`src/hw/rtl/dip_pkg.sv`:
```
// Shared types and constants for the dotted IPv4 address normalizer.
// No dependencies; used by every module under hw/rtl.
package dip_pkg;

   localparam logic [11:0] OCTET_LIMIT = 12'd256;
   localparam logic [2:0]  DOTS_NEEDED = 3'd3;
   localparam logic [2:0]  DOTS_MAX    = 3'd4;

   typedef enum logic [1:0] {
      STATUS_NOT_IP  = 2'd0,
      STATUS_IP      = 2'd1,
      STATUS_ILLEGAL = 2'd2
   } status_type;

   typedef enum logic [1:0] {
      POS_START      = 2'd0,
      POS_AFTER_ZERO = 2'd1,
      POS_DIGITS     = 2'd2
   } pos_type;

   typedef enum logic [1:0] {
      RDX_DEC = 2'd0,
      RDX_OCT = 2'd1,
      RDX_HEX = 2'd2
   } radix_type;

   typedef enum logic [1:0] {
      FAULT_NONE = 2'd0,
      FAULT_BAD  = 2'd1,
      FAULT_OVER = 2'd2
   } fault_type;

   typedef struct packed {
      logic [7:0] ch;
      logic       last;
   } req_type;

   typedef struct packed {
      status_type status;
      logic [7:0] octet_a;
      logic [7:0] octet_b;
      logic [7:0] octet_c;
      logic [7:0] octet_d;
   } rsp_type;

   // Character classification handed from the decoder to the part parser.
   typedef struct packed {
      logic       legal;
      logic       is_dot;
      logic       is_zero;
      logic       is_x;
      logic       is_dec;
      logic       is_oct;
      logic       is_hex;
      logic [3:0] digit;
   } char_class_type;

endpackage

```
`src/hw/rtl/dotted_ip_normalizer.sv`:
```
// Top level of the dotted IPv4 address normalizer: input register, character
// decoder, part parser and result register. Depends on dip_pkg,
// dip_char_decode and dip_part_parse.
//
// Takes host-name characters on req_ (valid/ready) and, for the
// character marked last, returns one transfer on rsp_ with a status and four
// octets. A character is held in the input register and parsed as it leaves
// it; the result of a last character is shown from the result register.
// Throughput is one character per cycle; it drops only while a finished
// result is held in the result register and the next last character is
// waiting behind it.
module dotted_ip_normalizer (
   input  logic             clock,
   input  logic             reset,
   input  logic             req_valid,
   output logic             req_ready,
   input  dip_pkg::req_type req_payload,
   output logic             rsp_valid,
   input  logic             rsp_ready,
   output dip_pkg::rsp_type rsp_payload
);

   dip_pkg::req_type        req_ff;
   logic                    req_valid_ff, req_valid_in;
   dip_pkg::rsp_type        rsp_ff;
   logic                    rsp_valid_ff, rsp_valid_in;
   dip_pkg::char_class_type cls;
   dip_pkg::rsp_type        result;
   logic                    out_free;
   logic                    step;

   assign out_free  = !rsp_valid_ff || rsp_ready;
   assign step      = req_valid_ff && (!req_ff.last || out_free);
   assign req_ready = !req_valid_ff || step;

   always_comb begin
      req_valid_in = req_valid_ff;
      if (req_valid && req_ready) begin
         req_valid_in = 1'b1;
      end else if (step) begin
         req_valid_in = 1'b0;
      end
      rsp_valid_in = rsp_valid_ff;
      if (step && req_ff.last) begin
         rsp_valid_in = 1'b1;
      end else if (rsp_ready) begin
         rsp_valid_in = 1'b0;
      end
   end

   always_ff @(posedge clock) begin
      if (reset) begin
         req_valid_ff <= 1'b0;
         rsp_valid_ff <= 1'b0;
      end else begin
         req_valid_ff <= req_valid_in;
         rsp_valid_ff <= rsp_valid_in;
      end
   end

   always_ff @(posedge clock) begin
      if (req_valid && req_ready) begin
         req_ff <= req_payload;
      end
      if (step && req_ff.last) begin
         rsp_ff <= result;
      end
   end

   dip_char_decode u_decode (
      .ch  (req_ff.ch),
      .cls (cls)
   );

   dip_part_parse u_parse (
      .clock  (clock),
      .reset  (reset),
      .step   (step),
      .last   (req_ff.last),
      .cls    (cls),
      .result (result)
   );

   assign rsp_valid   = rsp_valid_ff;
   assign rsp_payload = rsp_ff;

`ifndef SYNTHESIS
   a_step_needs_item: assert property (@(posedge clock) disable iff (reset)
      step |-> req_valid_ff)
      else $error("parse step without a held character");

   a_last_needs_room: assert property (@(posedge clock) disable iff (reset)
      (step && req_ff.last) |-> out_free)
      else $error("result register overwritten");

   a_result_follows_last: assert property (@(posedge clock) disable iff (reset)
      (step && req_ff.last) |=> rsp_valid_ff)
      else $error("result missing after last character");
`endif

endmodule

```
`src/hw/rtl/dip_char_decode.sv`:
```
// Character classifier: legality, separators, prefix marks and digit value.
// Depends on dip_pkg.
module dip_char_decode (
   input  logic [7:0]              ch,
   output dip_pkg::char_class_type cls
);

   localparam logic [7:0] CH_DOT     = 8'h2E;
   localparam logic [7:0] CH_ZERO    = 8'h30;
   localparam logic [7:0] CH_SEVEN   = 8'h37;
   localparam logic [7:0] CH_NINE    = 8'h39;
   localparam logic [7:0] CH_UP_A    = 8'h41;
   localparam logic [7:0] CH_UP_F    = 8'h46;
   localparam logic [7:0] CH_UP_X    = 8'h58;
   localparam logic [7:0] CH_LO_A    = 8'h61;
   localparam logic [7:0] CH_LO_F    = 8'h66;
   localparam logic [7:0] CH_LO_X    = 8'h78;

   logic is_dec;
   logic is_lower;
   logic is_upper;
   logic is_x;
   logic is_dot;

   assign is_dec   = (ch >= CH_ZERO) && (ch <= CH_NINE);
   assign is_lower = (ch >= CH_LO_A) && (ch <= CH_LO_F);
   assign is_upper = (ch >= CH_UP_A) && (ch <= CH_UP_F);
   assign is_x     = (ch == CH_LO_X) || (ch == CH_UP_X);
   assign is_dot   = (ch == CH_DOT);

   always_comb begin
      cls.legal   = is_dec | is_dot | is_x | is_lower | is_upper;
      cls.is_dot  = is_dot;
      cls.is_zero = (ch == CH_ZERO);
      cls.is_x    = is_x;
      cls.is_dec  = is_dec;
      cls.is_oct  = (ch >= CH_ZERO) && (ch <= CH_SEVEN);
      cls.is_hex  = is_dec | is_lower | is_upper;
      // letters a-f / A-F have low nibble 1..6
      cls.digit   = is_dec ? ch[3:0] : ch[3:0] + 4'd9;
   end

endmodule

```
`src/hw/rtl/dip_part_parse.sv`:
```
// Per-part parse state: radix detection, digit accumulation, dot count,
// fault tracking and octet store; forms the result for the final character.
// Depends on dip_pkg.
module dip_part_parse (
   input  logic                    clock,
   input  logic                    reset,
   input  logic                    step,
   input  logic                    last,
   input  dip_pkg::char_class_type cls,
   output dip_pkg::rsp_type        result
);

   logic [11:0]         value_ff,  value_in;
   dip_pkg::pos_type    pos_ff,    pos_in;
   dip_pkg::radix_type  radix_ff,  radix_in;
   logic [2:0]          dots_ff,   dots_in;
   logic                legal_ff,  legal_in;
   dip_pkg::fault_type  fault_ff,  fault_in;
   logic [3:0][7:0]     octet_ff,  octet_in;

   logic                take;
   logic                dig_ok;
   logic [11:0]         prod;
   logic [3:0][7:0]     fin_octet;
   dip_pkg::status_type status;

   always_comb begin
      value_in = value_ff;
      pos_in   = pos_ff;
      radix_in = radix_ff;
      dots_in  = dots_ff;
      legal_in = legal_ff & cls.legal;
      fault_in = fault_ff;
      octet_in = octet_ff;
      take     = 1'b0;
      dig_ok   = 1'b0;
      prod     = '0;

      if (cls.is_dot) begin
         if ((fault_ff == dip_pkg::FAULT_NONE) && (dots_ff < dip_pkg::DOTS_MAX)) begin
            octet_in[dots_ff[1:0]] = value_ff[7:0];
         end
         value_in = '0;
         pos_in   = dip_pkg::POS_START;
         radix_in = dip_pkg::RDX_DEC;
         if (dots_ff < dip_pkg::DOTS_MAX) begin
            dots_in = dots_ff + 3'd1;
         end
      end else if (fault_ff == dip_pkg::FAULT_NONE) begin
         case (pos_ff)
            dip_pkg::POS_START: begin
               if (cls.is_zero) begin
                  pos_in   = dip_pkg::POS_AFTER_ZERO;
                  radix_in = dip_pkg::RDX_OCT;
               end else begin
                  pos_in   = dip_pkg::POS_DIGITS;
                  radix_in = dip_pkg::RDX_DEC;
                  take     = 1'b1;
               end
            end
            dip_pkg::POS_AFTER_ZERO: begin
               pos_in = dip_pkg::POS_DIGITS;
               if (cls.is_x) begin
                  radix_in = dip_pkg::RDX_HEX;
               end else begin
                  radix_in = dip_pkg::RDX_OCT;
                  take     = 1'b1;
               end
            end
            default: begin
               take = 1'b1;
            end
         endcase
      end

      if (take) begin
         case (radix_in)
            dip_pkg::RDX_HEX: begin
               dig_ok = cls.is_hex;
               prod   = {value_ff[7:0], 4'd0} + {8'd0, cls.digit};
            end
            dip_pkg::RDX_OCT: begin
               dig_ok = cls.is_oct;
               prod   = {value_ff[8:0], 3'd0} + {8'd0, cls.digit};
            end
            default: begin
               dig_ok = cls.is_dec;
               prod   = {value_ff[8:0], 3'd0} + {value_ff[10:0], 1'b0}
                      + {8'd0, cls.digit};
            end
         endcase
         if (!dig_ok) begin
            fault_in = dip_pkg::FAULT_BAD;
         end else begin
            value_in = prod;
            if (prod >= dip_pkg::OCTET_LIMIT) begin
               fault_in = dip_pkg::FAULT_OVER;
            end
         end
      end
   end

   // final part closes at the last character
   always_comb begin
      fin_octet = octet_in;
      if ((fault_in == dip_pkg::FAULT_NONE) && (dots_in < dip_pkg::DOTS_MAX)) begin
         fin_octet[dots_in[1:0]] = value_in[7:0];
      end
      if (!legal_in || (dots_in != dip_pkg::DOTS_NEEDED)) begin
         status = dip_pkg::STATUS_NOT_IP;
      end else if (fault_in == dip_pkg::FAULT_OVER) begin
         status = dip_pkg::STATUS_ILLEGAL;
      end else if (fault_in == dip_pkg::FAULT_BAD) begin
         status = dip_pkg::STATUS_NOT_IP;
      end else begin
         status = dip_pkg::STATUS_IP;
      end
      result.status  = status;
      result.octet_a = (status == dip_pkg::STATUS_IP) ? fin_octet[0] : 8'd0;
      result.octet_b = (status == dip_pkg::STATUS_IP) ? fin_octet[1] : 8'd0;
      result.octet_c = (status == dip_pkg::STATUS_IP) ? fin_octet[2] : 8'd0;
      result.octet_d = (status == dip_pkg::STATUS_IP) ? fin_octet[3] : 8'd0;
   end

   always_ff @(posedge clock) begin
      if (reset || (step && last)) begin
         value_ff <= '0;
         pos_ff   <= dip_pkg::POS_START;
         radix_ff <= dip_pkg::RDX_DEC;
         dots_ff  <= '0;
         legal_ff <= 1'b1;
         fault_ff <= dip_pkg::FAULT_NONE;
         octet_ff <= '0;
      end else if (step) begin
         value_ff <= value_in;
         pos_ff   <= pos_in;
         radix_ff <= radix_in;
         dots_ff  <= dots_in;
         legal_ff <= legal_in;
         fault_ff <= fault_in;
         octet_ff <= octet_in;
      end
   end

`ifndef SYNTHESIS
   a_dots_bound: assert property (@(posedge clock) disable iff (reset)
      dots_ff <= dip_pkg::DOTS_MAX)
      else $error("dot count past saturation");

   a_value_bound: assert property (@(posedge clock) disable iff (reset)
      (fault_ff == dip_pkg::FAULT_NONE) |-> (value_ff < dip_pkg::OCTET_LIMIT))
      else $error("part value reached limit without fault");

   a_clear_after_last: assert property (@(posedge clock) disable iff (reset)
      (step && last) |=> (dots_ff == 3'd0) && (value_ff == 12'd0) && legal_ff
                         && (fault_ff == dip_pkg::FAULT_NONE))
      else $error("parse state not cleared after last character");
`endif

endmodule

```
`config.mk`:
```
export PLATFORM = sky130hd
export DESIGN_NAME = dotted_ip_normalizer
export DESIGN_NICKNAME = d
export VERILOG_FILES = /design/src/hw/rtl/dip_pkg.sv /design/src/hw/rtl/dotted_ip_normalizer.sv /design/src/hw/rtl/dip_char_decode.sv /design/src/hw/rtl/dip_part_parse.sv
export SDC_FILE = /design/constraint.sdc
export NUM_CORES = 1
export LEC_CHECK = 0
export CAP_MARGIN = 20
export CORE_MARGIN = 2
export CORE_UTILIZATION = 57
export DETAILED_ROUTE_END_ITERATION = 12
export DONT_BUFFER_PORTS = 1
export PLACE_DENSITY = 0.72
export SETUP_SLACK_MARGIN = 0.15
export SYNTH_ARGS = -nofsm -noshare
export SYNTH_HDL_FRONTEND = slang
export SYNTH_SLANG_ARGS = --single-unit
```
`constraint.sdc`:
```
create_clock -name clock -period 5.6 [get_ports clock]
set_input_delay 0.56 -clock clock [delete_from_list [all_inputs] [get_ports clock]]
set_output_delay 0.56 -clock clock [all_outputs]
set_load 0.03 [all_outputs]
```
### Yosys cells after proc, flatten, opt, wreduce, memory -nomap -nowiden

Cells that the tools add are included.

* bits in registers: 99
* latch bits: 0
* RAM bits: 0
* bits in read-only memories: 0
* input port bits: 13
* output and inout port bits: 36
* logic and storage cells: 129
* memories: 0

* $add $sub $neg: 6
* $mul: 0
* divide/modulo/power cells: 0
* magnitude comparators: 14
* equality and inequality tests: 11
* shift operators: 0
* muxes and demuxes: 43
* bitwise logic cells: 7
* reductions and logical operators: 29

Operator list (count)
* $mux 32: 3
* $bwmux 32: 2
* $mux 12: 4
* $add 12x4->12: 3
* $demux 8 s2: 2
* $pmux 12 s2: 1
* $mux 2: 11
* $eq 8x6->1 const B: 2
* $eq 8x7->1 const B: 2
* $ge 8x7->1 const B: 2
* $le 8x6->1 const B: 2
* $le 8x7->1 const B: 2
* $mux 8: 2
* $add 12x12->12: 1
* $ge 12x9->1 const B: 1
* $logic_and 1x1->1: 11
* $mux 1: 11
* $eq 2x1->1 const B: 4
* $ge 8x6->1 const B: 1
* $pmux 2 s2: 2
* $logic_not 2->1: 3
* $logic_or 1x1->1: 6
* $lt 2x3->1 const B: 2
* $lt 3x3->1 const B: 2
* other kinds (14): 28

### Longest topological paths before layout

Gate-level depths: netlist (run 1).

* word-level depth: 18
* depth in mapped cells: 21

### Modules after synthesis

From an unflattened synthesis (run 1), not the netlist that was laid out.

* cell total of the unflattened synthesis: 651
* area total of the unflattened synthesis: 5848.1 um^2

By module, submodules not included
* dip_part_parse: instances 1, cells each 554, area an instance 4087.7 um^2, sequential area each 1061.0 um^2
* dotted_ip_normalizer: instances 1, cells each 55, area an instance 1395.1 um^2, sequential area each 1331.3 um^2
* dip_char_decode: instances 1, cells each 42, area an instance 365.4 um^2, sequential area each 0.0 um^2

### Least setup slack after synthesis (run 1)

No wires, ideal clock.

* path kind: register -> register
* start: register req_ff[1] (netlist bit)
* end: register rsp_ff, in the netlist rsp_payload[24] (data pin)
* library setup time: 268 ps
* arrival time: 4208 ps
* required time: 5332 ps
* setup slack: 1123 ps
* stages on the path, launching flop included: 21
* path buffers: 1
* clock period less this slack: 4477 ps
* cells stage by stage: edfxtp_1 > inv_1 > ha_1 > o21bai_1 > a21boi_2 > nor2b_1 > xnor2_1 > inv_1 > fa_1 > fa_1 > nand2b_1 > a21oi_1 > o41ai_1 > xnor2_1 > a22oi_2 > a21oi_1 > or2_2 > ha_1 > nand3b_1 > buf_2 > a21oi_2

* longest elaborated chain between the ends: 18
* elaborated cells on any way between the ends: 72
* those cells by class: 4 x add/sub; 11 x order compare; 10 x eq/ne; 30 x mux; 7 x bitwise; 10 x reduce/logical

Ends and longest elaborated chain
* start: declaration: line dotted_ip_normalizer.sv:23 `dip_pkg::req_type req_ff;`
* start signal: assignment: line dotted_ip_normalizer.sv:63 `req_ff <= req_payload;`
* branches (longest 18 deep; another with $add 12x4->12)
* end signal: assignment: line dotted_ip_normalizer.sv:66 `rsp_ff <= result;`
* end: declaration: line dotted_ip_normalizer.sv:25 `dip_pkg::rsp_type rsp_ff;`

Several ways; the timed one is not identified. The select of a mux whose other input is x is not followed.
A chain may end at the register's enable or synchronous reset.

### Final worst setup path (run 1)

* start: register req_ff[1] (netlist bit)
* end: register rsp_ff, in the netlist rsp_payload[5] (data pin)

* longest elaborated chain between the ends: 18
* elaborated cells on any way between the ends: 72
* those cells by class: 4 x add/sub; 11 x order compare; 10 x eq/ne; 30 x mux; 7 x bitwise; 10 x reduce/logical

Ends and longest elaborated chain
* branches (longest 18 deep; another with $add 12x4->12)

Several ways; the timed one is not identified. The select of a mux whose other input is x is not followed.

==> results of run 1 <==
synth_stat cells (all sizes together) (2+ instances only):
| library cell | n | area [um2] |
|---|---|---|
| o311ai | 2 | 17.5 |
| o21a | 5 | 37.5 |
| and4bb | 2 | 25.0 |
| nor4 | 3 | 18.8 |
| fa | 2 | 40.0 |
| and3 | 3 | 18.8 |
| nand2 | 104 | 400 |
| a22oi | 4 | 35.0 |
| edfxtp | 43 | 1290 |
| o21bai | 2 | 15.0 |
| xor2 | 3 | 26.3 |
| a311oi | 4 | 41.3 |
| and4b | 2 | 23.8 |
| inv | 24 | 90.1 |
| nor3b | 4 | 30.0 |
| buf | 14 | 103 |
| ha | 32 | 400 |
| and2 | 8 | 52.6 |
| and4 | 2 | 20.0 |
| nand3 | 22 | 148 |
| a221oi | 5 | 56.3 |
| o211ai | 5 | 51.3 |
| a31o | 3 | 35.0 |
| or2 | 2 | 12.5 |
| a31oi | 17 | 106 |
| a2111oi | 2 | 42.5 |
| a211oi | 19 | 168 |
| clkbuf | 24 | 91.3 |
| o31ai | 5 | 51.3 |
| mux2i | 21 | 210 |
| dfxtp | 55 | 1100 |
| o21ai | 11 | 55.1 |
| nor2 | 41 | 156 |
| a32oi | 3 | 26.3 |
| nand4 | 2 | 12.5 |
| a21boi | 2 | 18.8 |
| o41ai | 2 | 17.5 |
| nor2b | 5 | 31.3 |
| nor3 | 9 | 45.0 |
| nand3b | 2 | 15.0 |
| xnor2 | 10 | 87.6 |
| a21oi | 74 | 434 |
| nand2b | 8 | 57.6 |
worst max-delay path by stage:
| stage | cells past startpoint | slack [ps] | from | to |
|---|---|---|---|---|
| finish | 22 | 630 | req_ff[1] | rsp_payload[5] |
| floorplan | 20 | 1120 | req_ff[1] | rsp_payload[24] |
| global route | 21 | 320 | req_ff[1] | rsp_payload[4] |
| CTS | 21 | 400 | req_ff[1] | rsp_payload[19] |
| global placement | 21 | 650 | req_ff[1] | rsp_payload[20] |
| detailed placement | 21 | 430 | req_ff[1] | rsp_payload[19] |
per-layer routing:
metal / part of all wire [%] / GRT usage, %
met1: 46 / 34.6
met4: 0.63 / 4.67
met3: 6.9 / 4.99
met5: 0 / 0
met2: 47 / 40.3
registers in the layout, indices dropped and copies added (netlist names):
name	count
req_ff	9
req_valid_ff	1
rsp_payload	34
rsp_valid	1
u_parse.dots_ff	3
u_parse.fault_ff	2
u_parse.legal_ff	1
u_parse.octet_ff	32
u_parse.pos_ff	2
u_parse.radix_ff	2
u_parse.value_ff	11
worst register-to-register path, cell delays in order, from the launching register on:
cell      delay, ps
edfxtp_1        440
inv_1           160
ha_1            180
o21bai_1        120
a21boi_2        270
nor2b_1          90
xnor2_1         240
inv_1           100
fa_1            600
inv_1            60
ha_1            280
a21oi_1         250
o22ai_1         160
a21oi_1         210
xnor2_1         120
a22oi_2         230
a21oi_1          90
or2_2           290
ha_1            300
nand3b_1        120
buf_4           200
a31o_1          200
a21oi_1         120
area by class of cell:
type | count | area share, %
tap | 133 | 2.73
multi-input combinational | 464 | 51.7
clock inverter | 7 | 1.33
timing repair buffer | 11 | 1.56
sequential | 98 | 39.2
inverter | 24 | 1.48
clock buffer | 9 | 2.03
power by group through the flow:
stage                     Clock [W]  Sequential [W]  Combinational, W
after global routing       0.000496        0.000787          0.000145
after detailed placement          0        0.000801          0.000130
after CTS                  0.000472        0.000784          0.000130
final                      0.000462        0.000785          0.000131
after floorplan                   0        0.000787          0.000111
after global placement            0        0.000800          0.000128
stage by stage:
step / setup WS, ps / instance area [um2] / utilization (%)
floorplan: 1120 / 5830 / -
global placement: 653 / 5870 / 59.5
detailed placement: 430 / 5870 / 59.5
CTS: 403 / 6080 / 61.6
global route: 325 / 6100 / 61.8
finish: 631 / 6100 / 61.8
logic make-up (layout without fill, tap and decap cells):
group	count (synthesis)	after routing	synth area share [%]
simple gates	223	223	18.9
fa+ha+maj	34	34	7.56
compound gates	172	172	21.8
buf+inv	62	51	4.87
flops	98	98	41.1
xor+xnor	13	13	1.95
mux	22	22	3.80
==> results.toml, run 1 <==
[pwr]
p_int_w = 0.000979
seqPwrFrac_pct = 56.9
power.leakage_nw = 2.17
p_sw_share_pct = 29.0
p_clk_share_pct = 33.5
total_power_w = 0.00138
max-vdd-ir-drop_uv = 246
comb_power_share_pct = 9.5
powerDensity_nw_per_um2 = 226
p_switching_w = 0.000400

[cells_and_area]
regArea_um2 = 2390
most-common-layout-cells = "nand2_1 (100), a21oi_1 (57), dfxtp_1 (55)"
fillers = 827
drive_gt1_share_pct = 12.2
final_common_cell = "nand2_1"
multi_input_area_um2 = 3150
antennaDiodeCount = 0
area_growth_pct = 4.68
final_nets = 655
final_cells = 746

[worst_hold_path]
hold_path.class = "in -> reg"
worstHoldEndpoint = "rsp_valid"
hold_path_depth = 1
worstHoldStart = "reset"

[setup_path]
slowest_delay_ps = 600
cp-end-kind = "flop"
r2r_end = "rsp_payload[5]"
worstPathRequired_ps = 5820
slowest_stage = "fa_1"
r2r_cells = 22
path_cells = "inv_1, ha_1, o21bai_1, a21boi_2, nor2b_1, xnor2_1, inv_1, fa_1, inv_1, ha_1, a21oi_1, o22ai_1, a21oi_1, xnor2_1, a22oi_2, a21oi_1, or2_2, ha_1, nand3b_1, buf_4, a31o_1, a21oi_1"
path_buf_inv = 4
cp_data_arrival_time_ps = 5190
crit_fanout = 8
crit_path_frequent_cell = "a21oi_1"
reg2reg_slack_ps = 630
crit_family = "compound AO/OA/AOI/OAI gates"
crit_path_start_kind = "flop"
r2r_start = "req_ff[1]"
critPathKind = "reg -> reg"

[logic_synthesis]
synth_cells = 624
yosysUniqueCellTypes = 78
syn_nets = 671
ys_async_sr_fraction_pct = 0
yosysWarningCount = 0
ys_seq_area_share_pct = 41.1
syn_avg_cell_area_um2 = 9.34
synth_edf_count = 43
syn_area_um2 = 5830
ys_seq_elements = 98
yosys_most_used_dff = "dfxtp_1"

[clocking]
post-cts-setup-buffers = 0
cts_buffers = 9
clk_pin_slew_ps = 110
clock_latency_ps = 370
cts_hold_buf = 0
cts_tree = "yes"
root_buffer = "clkbuf_8"
htree_levels = 3
ctsResizeCount = 0
cts_buffer_depth = 2
clock_sinks = 98

[timing]
fin_skew_ps = 13.4
drv_slew = 0
hold_viol = 0
rsz0062_at_grt = "no"
fmax_mhz = 201
tightestPinTransition_ps = 1040
layout_min_cycle_time_ps = 4970
slew_headroom_pct = 30.8
final.setup.tns_ps = 0
whs_ps = 248
finalCritPeriodShare_pct = 88.7
finalSetupViolCount = 0

[detailed_routing]
totalWireLength_um = 13500
vias = 4624
ant_nets = 0
drc = 0
drt_pass1_iterations = 5
drt_iter0_markers = 272
post_drt_via_cell_ratio = 6.20
routedWlPerCell_um = 18.1

[global_routing]
grt.overflow.total = 0
antenna_found_initial = 0
grt_max_degree = 54
grtUsageTotal_pct = 24.8
grt_pass1_wl_um = 22000
first_global_vias = 4360

[floorplan]
initial_core_util_pct = 59.1
core_area_um2 = 9860
die_h_um = 105
io_pins = 49
placementRows = 36
dieWidth_um = 105
die_area_um2 = 11000

[placement]
dp_hpwl_um = 9140
globalplace.congestion = 0.941
placed_cells = 727
io_buffers = 0

[run_status]
run_status = "completed"

[flow_run]
max_cap_violations = 0
(Power assumes the default switching activity.)
==> run 2: changes to the inputs <==
- CELL_PAD_IN_SITES_DETAIL_PLACEMENT: unset -> 0
- CELL_PAD_IN_SITES_GLOBAL_PLACEMENT: unset -> 1
- CORE_UTILIZATION: 57 -> 50
- PLACE_DENSITY: 0.72 -> 0.8
==> results.toml, run 2 (synthesized netlist as in run 1, its figures left out) <==
[run_status]
run_status = "completed"

[clocking]
clock_latency_ps = 350
htree_levels = 3
cts_hold_buf = 0
cts_buffer_depth = 2
root_buffer = "clkbuf_16"
cts_tree = "yes"
ctsResizeCount = 0
cts_buffers = 9
clock_sinks = 98
clk_pin_slew_ps = 70
post-cts-setup-buffers = 0

[detailed_routing]
vias = 4573
ant_nets = 0
drt_pass1_iterations = 5
post_drt_via_cell_ratio = 6.03
totalWireLength_um = 13800
drt_iter0_markers = 258
routedWlPerCell_um = 18.2
drc = 0

[timing]
rsz0062_at_grt = "no"
slew_headroom_pct = 28.3
final.setup.tns_ps = 0
fmax_mhz = 199
layout_min_cycle_time_ps = 5030
finalCritPeriodShare_pct = 89.8
drv_slew = 0
fin_skew_ps = 9.59
hold_viol = 0
finalSetupViolCount = 0
setup_slack_ps = 571
tightestPinTransition_ps = 1080

[setup_path]
crit_fanout = 10
crit_path_start_kind = "flop"
worstPathRequired_ps = 5790
cp_data_arrival_time_ps = 5220
critPathKind = "reg -> reg"
cp-end-kind = "flop"

[cells_and_area]
final_nets = 657
area_growth_pct = 7.39
most-common-layout-cells = "nand2_1 (100), a21oi_1 (57), dfxtp_1 (55)"
multi_input_area_um2 = 3150
antennaDiodeCount = 0
largest_register_ffs = 34
fillers = 1068
final_common_cell = "nand2_1"
regArea_um2 = 2390
drive_gt1_share_pct = 12.5

[placement]
pre_cts_ws_ps = 198
io_buffers = 0
globalplace.congestion = 0.870
dp_hpwl_um = 9360

[pwr]
p_int_w = 0.00117
seqPwrFrac_pct = 49.7
p_sw_share_pct = 25.4
comb_power_share_pct = 9.0
max-vdd-ir-drop_uv = 234
powerDensity_nw_per_um2 = 250
p_clk_share_pct = 41.3
p_switching_w = 0.000398
power.leakage_nw = 2.25

[floorplan]
placementRows = 39
io_pins = 49
die_h_um = 112
core_area_um2 = 11400
dieWidth_um = 112
die_area_um2 = 12500
initial_core_util_pct = 51.0

[global_routing]
grt_max_degree = 54
grt.overflow.total = 0
grtUsageTotal_pct = 22.4
antenna_found_initial = 0
grt_pass1_wl_um = 22300
first_global_vias = 4239

[worst_hold_path]
hold_path.class = "in -> reg"

[flow_run]
max_cap_violations = 0
run 2: cell count changes in the layout (fill, tap and decap cells not counted):
| cell | change |
|---|---|
| clkinvlp_4 | +1 |
| inv_8 | -1 |
| bufinv_16 | +1 |
| clkbuf_8 | -8 |
| clkinv_8 | -2 |
| clkinv_2 | +1 |
| clkbuf_16 | +9 |
| inv_6 | +1 |
| buf_12 | +2 |
| clkinv_4 | -2 |
run 2: cell type report:
| class | instances | area share [%] |
|---|---|---|
| multi-input combinational | 464 | 50.3 |
| sequential | 98 | 38.2 |
| clock buffer | 10 | 3.82 |
| tap | 143 | 2.86 |
| timing repair buffer | 13 | 2.16 |
| inverter | 24 | 1.44 |
| clock inverter | 6 | 1.14 |
run 2: worst paths after layout:
path / slack [ps] / depth (start not counted) / to / startpoint
max: 570 / 22 / rsp_payload[5] / req_ff[1]
min: 280 / 1 / rsp_valid / reset
max reg2reg: 570 / 22 / rsp_payload[5] / req_ff[1]
min reg2reg: 460 / 2 / u_parse.octet_ff[0] / u_parse.octet_ff[0]
run 2: metal layers:
layer | wire length (um) | vias to the layer above | global-route usage [%] | part of all wire (%)
met3 | 640 | 20 | 4.14 | 4.6
met4 | 208 | 0 | 7.48 | 1.5
li1 | - | 2233 | - | -
met5 | 0 | - | 0 | 0
met2 | 6420 | 141 | 35.0 | 46
met1 | 6550 | 2179 | 31.7 | 47
run 2: power by group through the flow:
stage	logic, W	registers [W]	clock network (W)
detailed placement	0.000139	0.000794	0
finish	0.000140	0.000778	0.000646
floorplan	0.000111	0.000787	0
global placement	0.000137	0.000793	0
global route	0.000155	0.000780	0.000687
CTS	0.000140	0.000778	0.000660
run 2: through the flow:
stage	total power (W)	utilization (%)	area (um2)	instances	hold WS (ps)
3_5_place_dp	0.000933	51.9	5930	741	448
3_3_place_gp	0.000930	51.9	5930	741	440
4_1_cts	0.00158	54.6	6240	757	267
6_report	0.00156	54.8	6260	758	280
2_1_floorplan	0.000898	-	5830	624	436
5_1_grt	0.00162	54.8	6260	758	265
run 2: critical path, stage by stage, from the launching register on:
cell and delay [ps]:
edfxtp_1 430, inv_1 160, ha_1 200, o21bai_1 110
a21boi_2 250, nor2b_1 90, xnor2_1 250, inv_1 110
fa_1 600, inv_1 60, ha_1 290, a21oi_1 260
o22ai_1 160, a21oi_1 210, xnor2_1 120, a22oi_2 250
a21oi_1 120, or2_2 300, ha_1 290, nand3b_1 120
buf_12 180, a31o_1 190, a21oi_1 130
==> run 3: changes to the inputs <==
- CORE_UTILIZATION: 50 -> 54
- PLACE_DENSITY: 0.8 -> 0.86
- clock period: 5.6 -> 5.9 ns (I/O delays scaled with it)
==> results.toml, run 3 (synthesized netlist as in run 1, its figures left out) <==
[timing]
fmax_mhz = 193
final.setup.tns_ps = 0
setup_slack_ps = 709
finalCritPeriodShare_pct = 88.0
finalSetupViolCount = 0
hold_viol = 0
fin_skew_ps = 17.9
whs_ps = 266
rsz0062_at_grt = "no"
layout_min_cycle_time_ps = 5190
slew_headroom_pct = 29.3
drv_slew = 0
tightestPinTransition_ps = 1060

[floorplan]
initial_core_util_pct = 55.9
die_area_um2 = 11600
die_h_um = 108
dieWidth_um = 108
core_area_um2 = 10400
placementRows = 37
io_pins = 49

[placement]
globalplace.congestion = 0.906
dp_hpwl_um = 8960
io_buffers = 0
placed_cells = 731
pre_cts_ws_ps = 743

[cells_and_area]
final_common_cell = "nand2_1"
drive_gt1_share_pct = 11.9
largest_register_ffs = 34
final_cells = 747
antennaDiodeCount = 0
most-common-layout-cells = "nand2_1 (100), a21oi_1 (57), dfxtp_1 (55)"
final_nets = 653
area_growth_pct = 4.51

[clocking]
clk_pin_slew_ps = 110
cts_buffers = 9
htree_levels = 3
clock_sinks = 98
cts_tree = "yes"
root_buffer = "clkbuf_8"
post-cts-setup-buffers = 0
cts_hold_buf = 0
cts_buffer_depth = 2
clock_latency_ps = 380
ctsResizeCount = 0

[pwr]
p_sw_share_pct = 26.8
powerDensity_nw_per_um2 = 221
seqPwrFrac_pct = 55.1
p_int_w = 0.000986
p_clk_share_pct = 35.5
p_switching_w = 0.000361
max-vdd-ir-drop_uv = 245
power.leakage_nw = 2.17
comb_power_share_pct = 9.5

[setup_path]
crit_fanout = 32
crit_path_frequent_cell = "a21oi_1"
slowest_stage = "fa_1"
path_buf_inv = 4
cp-end-kind = "flop"
crit_path_start_kind = "flop"
cp_data_arrival_time_ps = 5340
crit_family = "compound AO/OA/AOI/OAI gates"
path_cells = "inv_1, ha_1, o21bai_1, a21boi_2, nor2b_1, xnor2_1, inv_1, fa_1, inv_1, ha_1, a21oi_1, o22ai_1, a21oi_1, xnor2_1, a22oi_2, a21oi_1, or2_2, ha_1, nand3b_1, buf_4, a31o_1, a21oi_1"
critPathKind = "reg -> reg"
slowest_delay_ps = 600
worstPathRequired_ps = 6050

[detailed_routing]
drt_pass1_iterations = 6
drt_iter0_markers = 285
ant_nets = 0
totalWireLength_um = 13400
post_drt_via_cell_ratio = 6.07
drc = 0
vias = 4537
routedWlPerCell_um = 18.0

[global_routing]
grt.overflow.total = 0
grt_pass1_wl_um = 21900
grt_max_degree = 54
first_global_vias = 4295
antenna_found_initial = 0
grtUsageTotal_pct = 24.3

[worst_hold_path]
hold_path.class = "in -> reg"

[run_status]
run_status = "completed"

[flow_run]
max_cap_violations = 0
-- run 3: cell types whose count changed in the layout (fill, tap and decap cells not counted) --
cell,change
buf_12,-3
buf_4,-1
clkbuf_16,-9
clkbuf_8,+10
clkinv_2,-1
clkinv_4,+1
clkinvlp_4,-1
-- run 3: routing by layer --
metal	track usage [%]	part of all wire, %	up-vias
met4	7.97	1.8	0
met2	37.9	47	120
met1	33.8	47	2169
met3	4.84	4.5	18
li1	-	-	2230
met5	0	0	-
-- run 3: power by group through the flow --
stage               clock network, W  registers [W]  logic (W)
global placement                   0       0.000756   0.000126
floorplan                          0       0.000747   0.000106
CTS                         0.000484       0.000741   0.000128
global route                0.000509       0.000744   0.000143
finish                      0.000478       0.000742   0.000128
detailed placement                 0       0.000757   0.000127
-- run 3: final cells by class --
cell class / count / area [um2]
multi-input cells: 464 / 3150
inverters: 24 / 90.1
flip-flops and latches: 98 / 2390
repair buffers: 9 / 67.6
fillers: 918 / 4330
well taps: 136 / 170
clock buffers: 11 / 151
clock inverters: 5 / 67.6
-- run 3: worst paths after layout --
check | start | depth (start not counted) | slack [ps] | to
hold / removal | reset | 1 | 270 | req_valid_ff
setup / recovery | req_ff[1] | 22 | 710 | rsp_payload[5]
setup reg to reg | req_ff[1] | 22 | 710 | rsp_payload[5]
hold reg to reg | u_parse.octet_ff[16] | 2 | 460 | u_parse.octet_ff[16]
-- run 3: metrics by stage --
step | total power [W] | cell area, um2 | utilization (%)
6_report | 0.00135 | 6090 | 58.5
5_1_grt | 0.00139 | 6090 | 58.5
4_1_cts | 0.00135 | 6090 | 58.5
3_5_place_dp | 0.000884 | 5870 | 56.4
3_3_place_gp | 0.000882 | 5870 | 56.4
2_1_floorplan | 0.000853 | 5830 | -
-- run 3: worst register-to-register path: stages, from the launching register on --
cell and delay [ps]:
edfxtp_1 450, inv_1 170, ha_1 200, o21bai_1 110
a21boi_2 250, nor2b_1 90, xnor2_1 270, inv_1 110
fa_1 600, inv_1 60, ha_1 280, a21oi_1 250
o22ai_1 160, a21oi_1 210, xnor2_1 110, a22oi_2 230
a21oi_1 90, or2_2 290, ha_1 290, nand3b_1 90
buf_4 440, a31o_1 180, a21oi_1 40
